**src/rtl/vsmc_pkg.sv**
```systemverilog
// Shared types, constants and byte functions of the Vigenere, ShiftRows and MixColumns cipher.
`default_nettype none
package vsmc_pkg;

  localparam int unsigned BlockBytes = 16;
  localparam int unsigned KeyMax     = 16;

  localparam logic [7:0] PadChar   = 8'd65;
  localparam logic [7:0] GfReduce  = 8'h1B;
  localparam logic [4:0] FillFull  = 5'd16;
  localparam logic [4:0] KeyMaxLen = 5'(KeyMax);

  // Configuration register indexes.
  localparam logic [1:0] RegKeyLow    = 2'd0;
  localparam logic [1:0] RegKeyHigh   = 2'd1;
  localparam logic [1:0] RegKeyLength = 2'd2;

  localparam logic [63:0] KeyCharsReset = 64'h4141_4141_4141_4141;

  typedef logic [7:0]                  byte_t;
  typedef logic [BlockBytes-1:0][7:0]  block_t;

  typedef struct packed {
    logic load;
    logic shift;
  } cell_ctl_t;

  // Whitespace and punctuation are removed from the stream.
  function automatic logic is_dropped(input logic [6:0] b);
    logic drop;
    drop = ((b >= 7'd9) && (b <= 7'd13)) || (b == 7'd32) ||
           ((b >= 7'd33) && (b <= 7'd47)) || ((b >= 7'd58) && (b <= 7'd64)) ||
           ((b >= 7'd91) && (b <= 7'd96)) || ((b >= 7'd123) && (b <= 7'd126));
    return drop;
  endfunction

  function automatic byte_t key_byte(input logic [63:0] lo, input logic [63:0] hi,
                                     input logic [3:0] pos);
    logic [63:0] word;
    word = pos[3] ? hi : lo;
    return word[{pos[2:0], 3'b000} +: 8];
  endfunction

  // Key length with zero taken as one and large values clamped.
  function automatic logic [4:0] effective_length(input logic [4:0] len);
    logic [4:0] l;
    l = len;
    if (l == 5'd0) begin
      l = 5'd1;
    end
    if (l > KeyMaxLen) begin
      l = KeyMaxLen;
    end
    return l;
  endfunction

  // Vigenere step. The remainder keeps the sign of the sum; the magnitude is at
  // most 252, so a multiply by 79 and a shift by 11 gives the exact quotient by 26.
  function automatic byte_t vig_sub(input logic [6:0] b, input byte_t k);
    logic signed [9:0] sum;
    logic [7:0]        mag;
    logic [14:0]       prod;
    logic [3:0]        quot;
    logic [4:0]        rem;
    sum  = $signed({3'b000, b}) + $signed({2'b00, k}) - 10'sd130;
    mag  = sum[9] ? 8'(-sum) : 8'(sum);
    prod = 15'(mag) * 15'd79;
    quot = prod[14:11];
    rem  = 5'(mag - 8'(quot) * 8'd26);
    return sum[9] ? (8'd65 - 8'(rem)) : (8'd65 + 8'(rem));
  endfunction

  function automatic byte_t xtime(input byte_t x);
    byte_t y;
    y = {x[6:0], 1'b0};
    if (x[7]) begin
      y = y ^ GfReduce;
    end
    return y;
  endfunction

  // ShiftRows, parity into bit 7, then MixColumns over the whole block.
  function automatic block_t mix_block(input block_t b);
    block_t     s;
    block_t     m;
    logic [1:0] cc;
    byte_t      v;
    byte_t      a0;
    byte_t      a1;
    byte_t      a2;
    byte_t      a3;
    for (int r = 0; r < 4; r++) begin
      for (int c = 0; c < 4; c++) begin
        cc = 2'(c + r);
        v  = b[r * 4 + int'(cc)];
        s[r * 4 + c] = {^v[6:0], v[6:0]};
      end
    end
    for (int c = 0; c < 4; c++) begin
      a0 = s[c];
      a1 = s[c + 4];
      a2 = s[c + 8];
      a3 = s[c + 12];
      m[c]      = xtime(a0) ^ xtime(a1) ^ a1 ^ a2 ^ a3;
      m[c + 4]  = a0 ^ xtime(a1) ^ xtime(a2) ^ a2 ^ a3;
      m[c + 8]  = a0 ^ a1 ^ xtime(a2) ^ xtime(a3) ^ a3;
      m[c + 12] = xtime(a0) ^ a0 ^ a1 ^ a2 ^ xtime(a3);
    end
    return m;
  endfunction

endpackage
`default_nettype wire

```
**src/rtl/vigenere_shiftrows_mixcolumns_cipher_core.sv**
```systemverilog
// Top level of the Vigenere, ShiftRows and MixColumns cipher core.
// The core takes 7-bit text characters, drops whitespace and punctuation, passes every
// remaining character through a Vigenere step with a rotating key of up to sixteen
// characters, and gathers the results into 16-byte blocks. Each finished block passes
// through ShiftRows, a parity bit in bit 7 and MixColumns, and leaves as sixteen
// transfers in index order, with block_last on the sixteenth and message_last on the
// sixteenth of the message's final block. A message_end on a partly filled block pads
// it with 'A'. Storage is two rows of sixteen byte cells: the collect row, into which
// each kept character shifts at one end, and the output row, which is loaded with the
// whole processed block at once and shifts one byte out per output transfer. The
// collect row fills while the output row drains the previous block. Once the collect
// row holds sixteen bytes the input stalls until the output row is empty, and also in
// the cycle in which the block moves across; the first output transfer of the block
// is offered in the cycle after that. With an output side that never stalls, the
// input sustains close to one character per cycle; a stalling receiver slows it to
// the pace of the sixteen output transfers per block. Padding a partial block shifts
// pad bytes into the collect row while the input stalls, followed by the same move
// to the output row. Configuration writes are always ready and take effect at the
// next clock edge; they should only be made while the core is idle.
`default_nettype none
module vigenere_shiftrows_mixcolumns_cipher_core
  import vsmc_pkg::*;
(
  input  logic        clk,
  input  logic        rst,
  // Text input.
  input  logic        in_valid,
  output logic        in_stall,
  input  logic [6:0]  text_byte,
  input  logic        message_end,
  // Cipher output.
  output logic        out_valid,
  input  logic        out_stall,
  output logic [7:0]  cipher_byte,
  output logic        block_last,
  output logic        message_last,
  // Configuration writes.
  input  logic        cfg_valid,
  output logic        cfg_ready,
  input  logic [1:0]  cfg_index,
  input  logic [63:0] cfg_data
);

  // Key registers.
  logic [63:0] key_chars_low;
  logic [63:0] key_chars_high;
  logic [4:0]  key_length;

  // Collect side: number of bytes in the collect row (sixteen means a block waits),
  // padding in progress, and whether the waiting block ends the message.
  logic [4:0] fill;
  logic [4:0] fill_next;
  logic       pad_mode;
  logic       pad_mode_next;
  logic       final_pending;
  logic       final_pending_next;
  logic [3:0] key_position;
  logic [3:0] key_position_next;

  // Output side: bytes still to be transferred and the message flag of that block.
  logic [4:0] out_left;
  logic [4:0] out_left_next;
  logic       out_final;
  logic       out_final_next;

  logic       in_accept;
  logic       out_accept;
  logic       kept;
  logic       block_full;
  logic       handoff;
  logic [4:0] fill_after;
  logic [4:0] eff_len;
  byte_t      collect_in;
  block_t     collect_data;
  block_t     out_data;
  block_t     mixed;
  cell_ctl_t  collect_ctl;
  cell_ctl_t  out_ctl;

  assign cfg_ready = 1'b1;

  always_ff @(posedge clk) begin
    if (rst) begin
      key_chars_low  <= KeyCharsReset;
      key_chars_high <= KeyCharsReset;
      key_length     <= 5'd1;
    end else if (cfg_valid && cfg_ready) begin
      case (cfg_index)
        RegKeyLow:    key_chars_low  <= cfg_data;
        RegKeyHigh:   key_chars_high <= cfg_data;
        RegKeyLength: key_length     <= cfg_data[4:0];
        default:      ;
      endcase
    end
  end

  assign block_full = (fill == FillFull);
  assign in_stall   = pad_mode || block_full;
  assign in_accept  = in_valid && !in_stall;
  assign kept       = !is_dropped(text_byte);
  assign eff_len    = effective_length(key_length);
  assign fill_after = (in_accept && kept) ? (fill + 5'd1) : fill;

  // The waiting block moves to the output row only once that row is empty.
  assign handoff    = block_full && (out_left == 5'd0);

  assign out_valid    = (out_left != 5'd0);
  assign out_accept   = out_valid && !out_stall;
  assign cipher_byte  = out_data[0];
  assign block_last   = (out_left == 5'd1);
  assign message_last = block_last && out_final;

  assign collect_in = pad_mode ? PadChar
                               : vig_sub(text_byte,
                                         key_byte(key_chars_low, key_chars_high, key_position));

  always_comb begin
    fill_next          = fill;
    pad_mode_next      = pad_mode;
    final_pending_next = final_pending;
    key_position_next  = key_position;
    if (handoff) begin
      fill_next = 5'd0;
    end
    if (pad_mode) begin
      fill_next = fill + 5'd1;
      if (fill + 5'd1 == FillFull) begin
        pad_mode_next = 1'b0;
      end
    end
    if (in_accept) begin
      fill_next = fill_after;
      if (kept) begin
        if ({1'b0, key_position} + 5'd1 >= eff_len) begin
          key_position_next = 4'd0;
        end else begin
          key_position_next = key_position + 4'd1;
        end
      end
      if (message_end) begin
        key_position_next  = 4'd0;
        final_pending_next = 1'b1;
        if ((fill_after != 5'd0) && (fill_after != FillFull)) begin
          pad_mode_next = 1'b1;
        end
      end else begin
        final_pending_next = 1'b0;
      end
    end
  end

  always_comb begin
    out_left_next  = out_left;
    out_final_next = out_final;
    if (handoff) begin
      out_left_next  = FillFull;
      out_final_next = final_pending;
    end else if (out_accept) begin
      out_left_next = out_left - 5'd1;
    end
  end

  always_ff @(posedge clk) begin
    if (rst) begin
      fill          <= 5'd0;
      pad_mode      <= 1'b0;
      final_pending <= 1'b0;
      key_position  <= 4'd0;
      out_left      <= 5'd0;
      out_final     <= 1'b0;
    end else begin
      fill          <= fill_next;
      pad_mode      <= pad_mode_next;
      final_pending <= final_pending_next;
      key_position  <= key_position_next;
      out_left      <= out_left_next;
      out_final     <= out_final_next;
    end
  end

  assign collect_ctl.load  = 1'b0;
  assign collect_ctl.shift = (in_accept && kept) || pad_mode;
  assign out_ctl.load      = handoff;
  assign out_ctl.shift     = out_accept;

  assign mixed = mix_block(collect_data);

  // New bytes enter the collect row at cell 15 and move towards cell 0, so after
  // sixteen steps cell i holds block byte i. The output row drains from cell 0.
  for (genvar i = 0; i < BlockBytes; i++) begin : g_cells
    byte_t collect_shift_in;
    byte_t out_shift_in;
    if (i == BlockBytes - 1) begin : g_end
      assign collect_shift_in = collect_in;
      assign out_shift_in     = '0;
    end else begin : g_mid
      assign collect_shift_in = collect_data[i + 1];
      assign out_shift_in     = out_data[i + 1];
    end

    vsmc_cell u_collect_cell (
      .clk       (clk),
      .ctl       (collect_ctl),
      .load_data (collect_in),
      .shift_in  (collect_shift_in),
      .data      (collect_data[i])
    );

    vsmc_cell u_out_cell (
      .clk       (clk),
      .ctl       (out_ctl),
      .load_data (mixed[i]),
      .shift_in  (out_shift_in),
      .data      (out_data[i])
    );
  end

endmodule
`default_nettype wire

```
**src/rtl/vsmc_cell.sv**
```systemverilog
// One byte cell of a shift row: parallel load or a step from its neighbour.
`default_nettype none
module vsmc_cell
  import vsmc_pkg::*;
(
  input  logic      clk,
  input  cell_ctl_t ctl,
  input  byte_t     load_data,
  input  byte_t     shift_in,
  output byte_t     data
);

  always_ff @(posedge clk) begin
    if (ctl.load) begin
      data <= load_data;
    end else if (ctl.shift) begin
      data <= shift_in;
    end
  end

endmodule
`default_nettype wire

```
**config.mk**
```make
export PLATFORM = sky130hd
export DESIGN_NAME = vigenere_shiftrows_mixcolumns_cipher_core
export DESIGN_NICKNAME = d
export VERILOG_FILES = /design/src/rtl/vsmc_pkg.sv /design/src/rtl/vigenere_shiftrows_mixcolumns_cipher_core.sv /design/src/rtl/vsmc_cell.sv
export SDC_FILE = /design/constraint.sdc
export NUM_CORES = 1
export LEC_CHECK = 0
export BUFFER_PORTS_ARGS = -buffer_cell sky130_fd_sc_hd__buf_2
export CAP_MARGIN = 20
export CORE_ASPECT_RATIO = 1.5
export CORE_MARGIN = 10
export CORE_UTILIZATION = 45
export DETAILED_ROUTE_END_ITERATION = 12
export PLACE_DENSITY_LB_ADDON = 0.3
export SYNTH_ARGS = -nofsm -noshare
export SYNTH_HDL_FRONTEND = slang
export SYNTH_SLANG_ARGS = --single-unit
```
**constraint.sdc**
```tcl
create_clock -name clk -period 36.2 [get_ports clk]
set_clock_uncertainty 0.1 [all_clocks]
set_input_delay 5.43 -clock clk [delete_from_list [all_inputs] [get_ports clk]]
set_output_delay 5.43 -clock clk [all_outputs]
set_load 0.02 [all_outputs]
```
# After elaboration in Yosys (flattened, before gate mapping)
# Cells that the tools add are included.
[op_classes] n_addsub=10 multipliers=2 magnitude_cmp=12 eq_ne=8 shift=1 muxes=68 bitwise_logic=80 n_reduce_logical=49
[op_table] operator="$xor 8x8->8" n=64
[op_table] operator="$mux 8" n=33
[op_table] operator="$mux 5" n=24
[op_table] operator="$reduce_xor 7->1" n=16
[op_table] operator="$mux 64" n=1
[op_table] operator="$not 4->4" n=16
[op_table] operator="$shiftx 64x7->8" n=1
[op_table] operator="$le 7x7->1 const B" n=3
[op_table] operator="$mul 8x7->15 const B" n=1
[op_table] operator="$ge 7x6->1 const B" n=2
[op_table] operator="$ge 7x7->1 const B" n=2
[op_table] operator="$mux 4" n=3
[op_table] operator="$logic_and 1x1->1" n=11
[op_table] operator="$eq 5x5->1 const B" n=2
[op_table] operator="$logic_not 5->1" n=2
[op_table] operator="$reduce_bool 5->1" n=2
[op_table] operator="$sub 9x8->10 const B" n=1
[op_table] operator="$add 7x8->9" n=1
[op_table] operator="$neg 8->8" n=1
[op_table] operator="$reduce_and 2->1" n=4
[op_table] operator="$add 7x5->7 const A" n=1
[op_table] operator="$eq 7x6->1 const B" n=1
[op_table] operator="$ge 7x4->1 const B" n=1
[op_table] operator="$le 7x4->1 const B" n=1
[op_table] operator="other kinds (23)" n=36
[word_totals] regBits=390 input_bits=79 out_inout_bits=13 word_cells=272

# Longest topological paths before layout
[logic_depth] ltp_word=15 mapped_depth=45 ltp_nobuf=44

# Cells and area by module
# Synthesis repeated with hierarchy kept, for this count alone.
[unflattened] cells_unflattened=2122 area_unflattened_um2=25385.6
[modules_own_cells] mod="vigenere_shiftrows_mixcolumns_cipher_core" instances=1 cells_each=1546 area_per_inst_um2=13294.0 seq_area_each_um2=3002.9
[modules_own_cells] mod="vsmc_cell" instances=32 cells_each=18 area_per_inst_um2=377.9 seq_area_each_um2=240.2

# Worst setup path before layout
# Ideal clock, no wire load.
[synth_timing] path_type="input port to flip-flop" start="input port out_stall" end="register g_cells[0].u_out_cell.data[0] (enable)" setup_ns=0.792 arrival_time_ns=14.382 t_required_ns=35.308 setup_slack_ns=20.926 cell_stages=1 path_buffers=0 path_cell_list="o21ai_0"
[synth_between] elab_chain_cells=3
[synth_rtl] item="from (decl)" line="vigenere_shiftrows_mixcolumns_cipher_core.sv:33" rtl="input logic out_stall,"
[synth_rtl] item="$logic_not 1->1" line="vigenere_shiftrows_mixcolumns_cipher_core.sv:108" rtl="assign out_accept = out_valid && !out_stall;"
[synth_rtl] item="$logic_and 1x1->1" line="vigenere_shiftrows_mixcolumns_cipher_core.sv:108"
[synth_rtl] item="$reduce_bool 2->1 (no source line)"
[synth_rtl] item="to (signal assigned)" line="vsmc_cell.sv:15" rtl="data <= load_data;"
[synth_rtl] item="to (signal assigned)" line="vsmc_cell.sv:17" rtl="data <= shift_in;"
[synth_rtl] item="to (decl)" line="vsmc_cell.sv:10" rtl="output byte_t data"
# Every way passes these cells.
# A chain may end at the register's enable or synchronous reset.

# Worst setup path after layout
[layout_timing] start="input port text_byte[1]" end="register g_cells[15].u_collect_cell.data[5] (data pin)"
[layout_between] elab_chain_cells=9 word_cells_on_any_way=10 cone_classes="add/sub (6); mul (2); mux (2)"
[layout_rtl] item="from (decl)" line="vigenere_shiftrows_mixcolumns_cipher_core.sv:29" rtl="input logic [6:0] text_byte,"
[layout_rtl] item="$add 7x8->9 *" line="vsmc_pkg.sv:65" rtl="sum = $signed({3'b000, b}) + $signed({2'b00, k}) - 10'sd130;"
[layout_rtl] item="$sub 9x8->10 *" line="vsmc_pkg.sv:65"
[layout_rtl] item="$neg 8->8" line="vsmc_pkg.sv:66" rtl="mag = sum[9] ? 8'(-sum) : 8'(sum);"
[layout_rtl] item="$mux 8" line="vsmc_pkg.sv:66"
[layout_rtl] item="$mul 8x7->15" line="vsmc_pkg.sv:67" rtl="prod = 15'(mag) * 15'd79;"
[layout_rtl] item="$mul 4x3->4" line="vsmc_pkg.sv:69" rtl="rem = 5'(mag - 8'(quot) * 8'd26);"
[layout_rtl] item="$sub 5x5->5" line="vsmc_pkg.sv:69"
[layout_rtl] item="$add 7x5->7 or $sub 7x5->7 (tied branches)" line="vsmc_pkg.sv:70" rtl="return sum[9] ? (8'd65 - 8'(rem)) : (8'd65 + 8'(rem));"
[layout_rtl] item="$mux 7 *" line="vsmc_pkg.sv:70"
[layout_rtl] item="to (signal assigned)" line="vsmc_cell.sv:15"
[layout_rtl] item="to (signal assigned)" line="vsmc_cell.sv:17"
[layout_rtl] item="to (decl)" line="vsmc_cell.sv:10"
# Every way passes the cells marked *; elsewhere a longest branch is shown, timed or not.

==> results.yml <==
synthesis:
  async_flop_share: 0
  synth.area.top_cells: "sky130_fd_sc_hd__edfxtp_1 (33%), sky130_fd_sc_hd__xnor2_1 (16%), sky130_fd_sc_hd__dfxtp_1 (14%), sky130_fd_sc_hd__nand2_1 (7.1%), sky130_fd_sc_hd__xor2_1 (4.6%)"
  yosys.cell_types.count: 66
  yosys_warnings: 0
  number_of_synthesized_flops_with_an_enable_pin: 240
  syn-mean-instance-area_um2: 10.32
  dominantRegCellSynth: "sky130_fd_sc_hd__edfxtp_1"
  synth_seq_cells: 390
  netlist.area_leader.share: 0.3284
  synth_sequential_area_ratio: 0.4653
  number_of_standard_cells_after_synthesis: 2126
  post_syn_area_mm2: 0.02194
  synth.net_count: 2280
  synth.largest_area_cell: "sky130_fd_sc_hd__edfxtp_1"
finish:
  fin_nets: 2312
  most_common_cell_after_layout_fill_and_taps_aside: "sky130_fd_sc_hd__nand2_1"
  flow.area_growth_from_synthesis_pct: 10.95
  antenna-diode-count: 0
  layout_common_cells: "sky130_fd_sc_hd__nand2_1 (414), sky130_fd_sc_hd__xnor2_1 (403), sky130_fd_sc_hd__edfxtp_1 (240)"
  final_layout_size_suffix_gt1_frac: 0.1046
flow_run:
  timing.max_cap.violations: 0
critical_path:
  setup.worst_path.end_class: "flop"
  cpPeakStageDelay_ns: 0.52
  path_class: "primary input to flop"
  maximum_net_fanout_on_the_critical_path: 5
  timing.critical_path.slowest_stage_cell: "sky130_fd_sc_hd__fa_1"
  crit_path_launch_type: "primary input"
  cp.required_ns: 36.38
  critPathArrivalTime_ns: 13.99
route:
  drc: 0
  drt-initial-drc-count: 842
  totalWireLength_um: 53260
  drtAntennaViolNets: 0
  vias_per_cell: 5.126
  drt_pre_antenna_iters: 7
  routedWlPerCell_um: 18.72
  vias: 14583
power_and_ir_drop:
  p_leak_uw: 0.008890
  p_per_area_mw_per_mm2: 114.8
  vdd_ir_drop_max_mv: 0.08538
  clock_power_share: 0.160
  total_switching_power_uw: 1209
  pwr-share-seq: 0.247
  intPower_uw: 1585
  combPwrFrac: 0.594
  design_power_total_uw: 2794
  power.share.switching: 0.4328
sta:
  timing.final.crit_share: 0.3816
  finalMaxSlewViolations: 0
  slew_headroom: 0.3680
  setup_total_negative_slack_ns: 0
  rsz0062_at_grt: "false"
  report.final.hold_viol_count: 0
  period_needed_ns: 13.81
  setup_violations: 0
  actual_transition_at_the_worst_max_transition_pin_ns: 0.9412
  fmax_mhz: 72.39
cts:
  clk_transition_reported_paths_ns: 0.06
  numClockSinks: 390
  numCtsBuffers: 40
  worst_skew_pair.late_latency_ns: 0.55
  clockRootBuffer: "sky130_fd_sc_hd__clkbuf_16"
  cts_tree: "built"
  postCtsSetupBuffers: 0
  cts_repair_resize_count: 0
  cts-hold-fix-buffers: 0
  clk_path_buf_depth: 3
  h-tree-depth: 2
global_routing:
  gr-total-overflow: 0
  grt_max_degree: 129
  antenna_found_initial: 3
  grtUsageTotal: 0.1784
  vias_in_the_first_global_route: 14818
  grt_first_pass_wirelength_um: 82440
die:
  initial_core_util: 0.4531
  io_pins: 92
  core.rowCount: 99
  die-height_um: 290.5
  die-width_um: 200.3
  core-area_mm2: 0.04843
  die_area_mm2: 0.05818
placement:
  dp.final_hpwl_um: 39300
  routabilityCongestion: 0.8804
  portBuffers: 90
outcome:
  outcome: "finished, final reports clean"
worst_hold_path:
  hold_path.class: "flop to flop"
-- synthesized netlist by cell type, drive strengths merged, types with 8 or more instances --
master,instances
fa,14
edfxtp,240
nand3,8
ha,61
nor2b,10
a21oi,122
mux2i,29
dfxtp,150
nand3b,35
nand2,415
a221oi,14
nor3,9
xnor2,423
nor2,53
mux4,22
inv,70
a211oi,8
buf,9
o21ai,140
xor2,115
clkbuf,105
-- path summary, 6_finish.rpt --
kind	endpoint	startpoint	slack (ns)	cells past startpoint
max	g_cells[15].u_collect_cell.data[5]	text_byte[1]	22.39	39
min reg2reg	key_chars_low[25]	key_chars_low[25]	0.35	2
max reg2reg	g_cells[15].u_collect_cell.data[5]	key_position[1]	25.32	44
min	key_chars_low[25]	key_chars_low[25]	0.35	2
-- kinds of logic (layout without fill, tap and decap cells) --
kind of cell | Yosys count | after routing | share of synthesized area
AND/OR/NAND/NOR | 563 | 563 | 0.1092
XOR/XNOR | 539 | 539 | 0.2250
flip-flops | 390 | 390 | 0.4653
AO/OA/AOI/OAI | 321 | 321 | 0.08376
buffers and inverters | 184 | 247 | 0.03216
adder cells (fa/ha/maj) | 75 | 75 | 0.04755
multiplexers | 53 | 53 | 0.03683
other | 1 | 1 | 0.0001709
-- per-layer routing --
metal,share of wire,global-route usage,up-vias
li1,-,-,7202
met1,0.38,0.1906,6961
met4,0.033,0.06852,6
met2,0.55,0.3431,317
met3,0.038,0.02621,97
met5,0.00090,0,-
-- metrics by stage --
stage / utilization / worst slack [ns] / instance area, um^2 / instances / hold WS, ns
2_1_floorplan: - / 20.93 / 21940 / 2126 / 0.3206
3_3_place_gp: 0.4731 / 22.09 / 22910 / 2770 / 0.3397
3_5_place_dp: 0.4731 / 21.86 / 22910 / 2770 / 0.3458
4_1_cts: 0.5024 / 22.40 / 24330 / 2843 / 0.3544
5_1_grt: 0.5027 / 21.63 / 24350 / 2845 / 0.3697
6_report: 0.5027 / 22.39 / 24350 / 2845 / 0.3524
-- area by class of cell --
cell class,count,area (um^2)
fill,4398,24090
multi-input combinational,1552,11060
sequential,390,10210
clock buffer,52,1149
tap,656,820.8
timing repair buffer,104,568.0
clock inverter,21,272.8
inverter,70,262.8
-- worst max-delay path, delay by kind of cell --
kind	cells	cell delay, ns
buffers and inverters	8	0.55
and+or+nand+nor	3	0.39
AOI/OAI and AO/OA	12	2.97
xor gates and xnor gates	6	1.44
adders and majority gates	10	3.20
-- flip-flops by register name, summed over array words and instances, names as in the netlist, 4 cells and up --
| signal | flops |
|---|---|
| key_length | 5 |
| fill | 5 |
| key_position | 4 |
| key_chars_low | 64 |
| g_cells.u_collect_cell.data | 112 |
| out_left | 5 |
| g_cells.u_out_cell.data | 128 |
| key_chars_high | 64 |
-- power by group through the flow --
stage / registers, uW / logic (uW) / clock network (uW)
final: 689 / 1660 / 446
after global routing: 698 / 1840 / 471
after global placement: 695 / 1620 / 0
after detailed placement: 698 / 1670 / 0
after floorplan: 702 / 1260 / 0
after CTS: 690 / 1680 / 455
No activity file was read; power rests on OpenSTA's default activity.
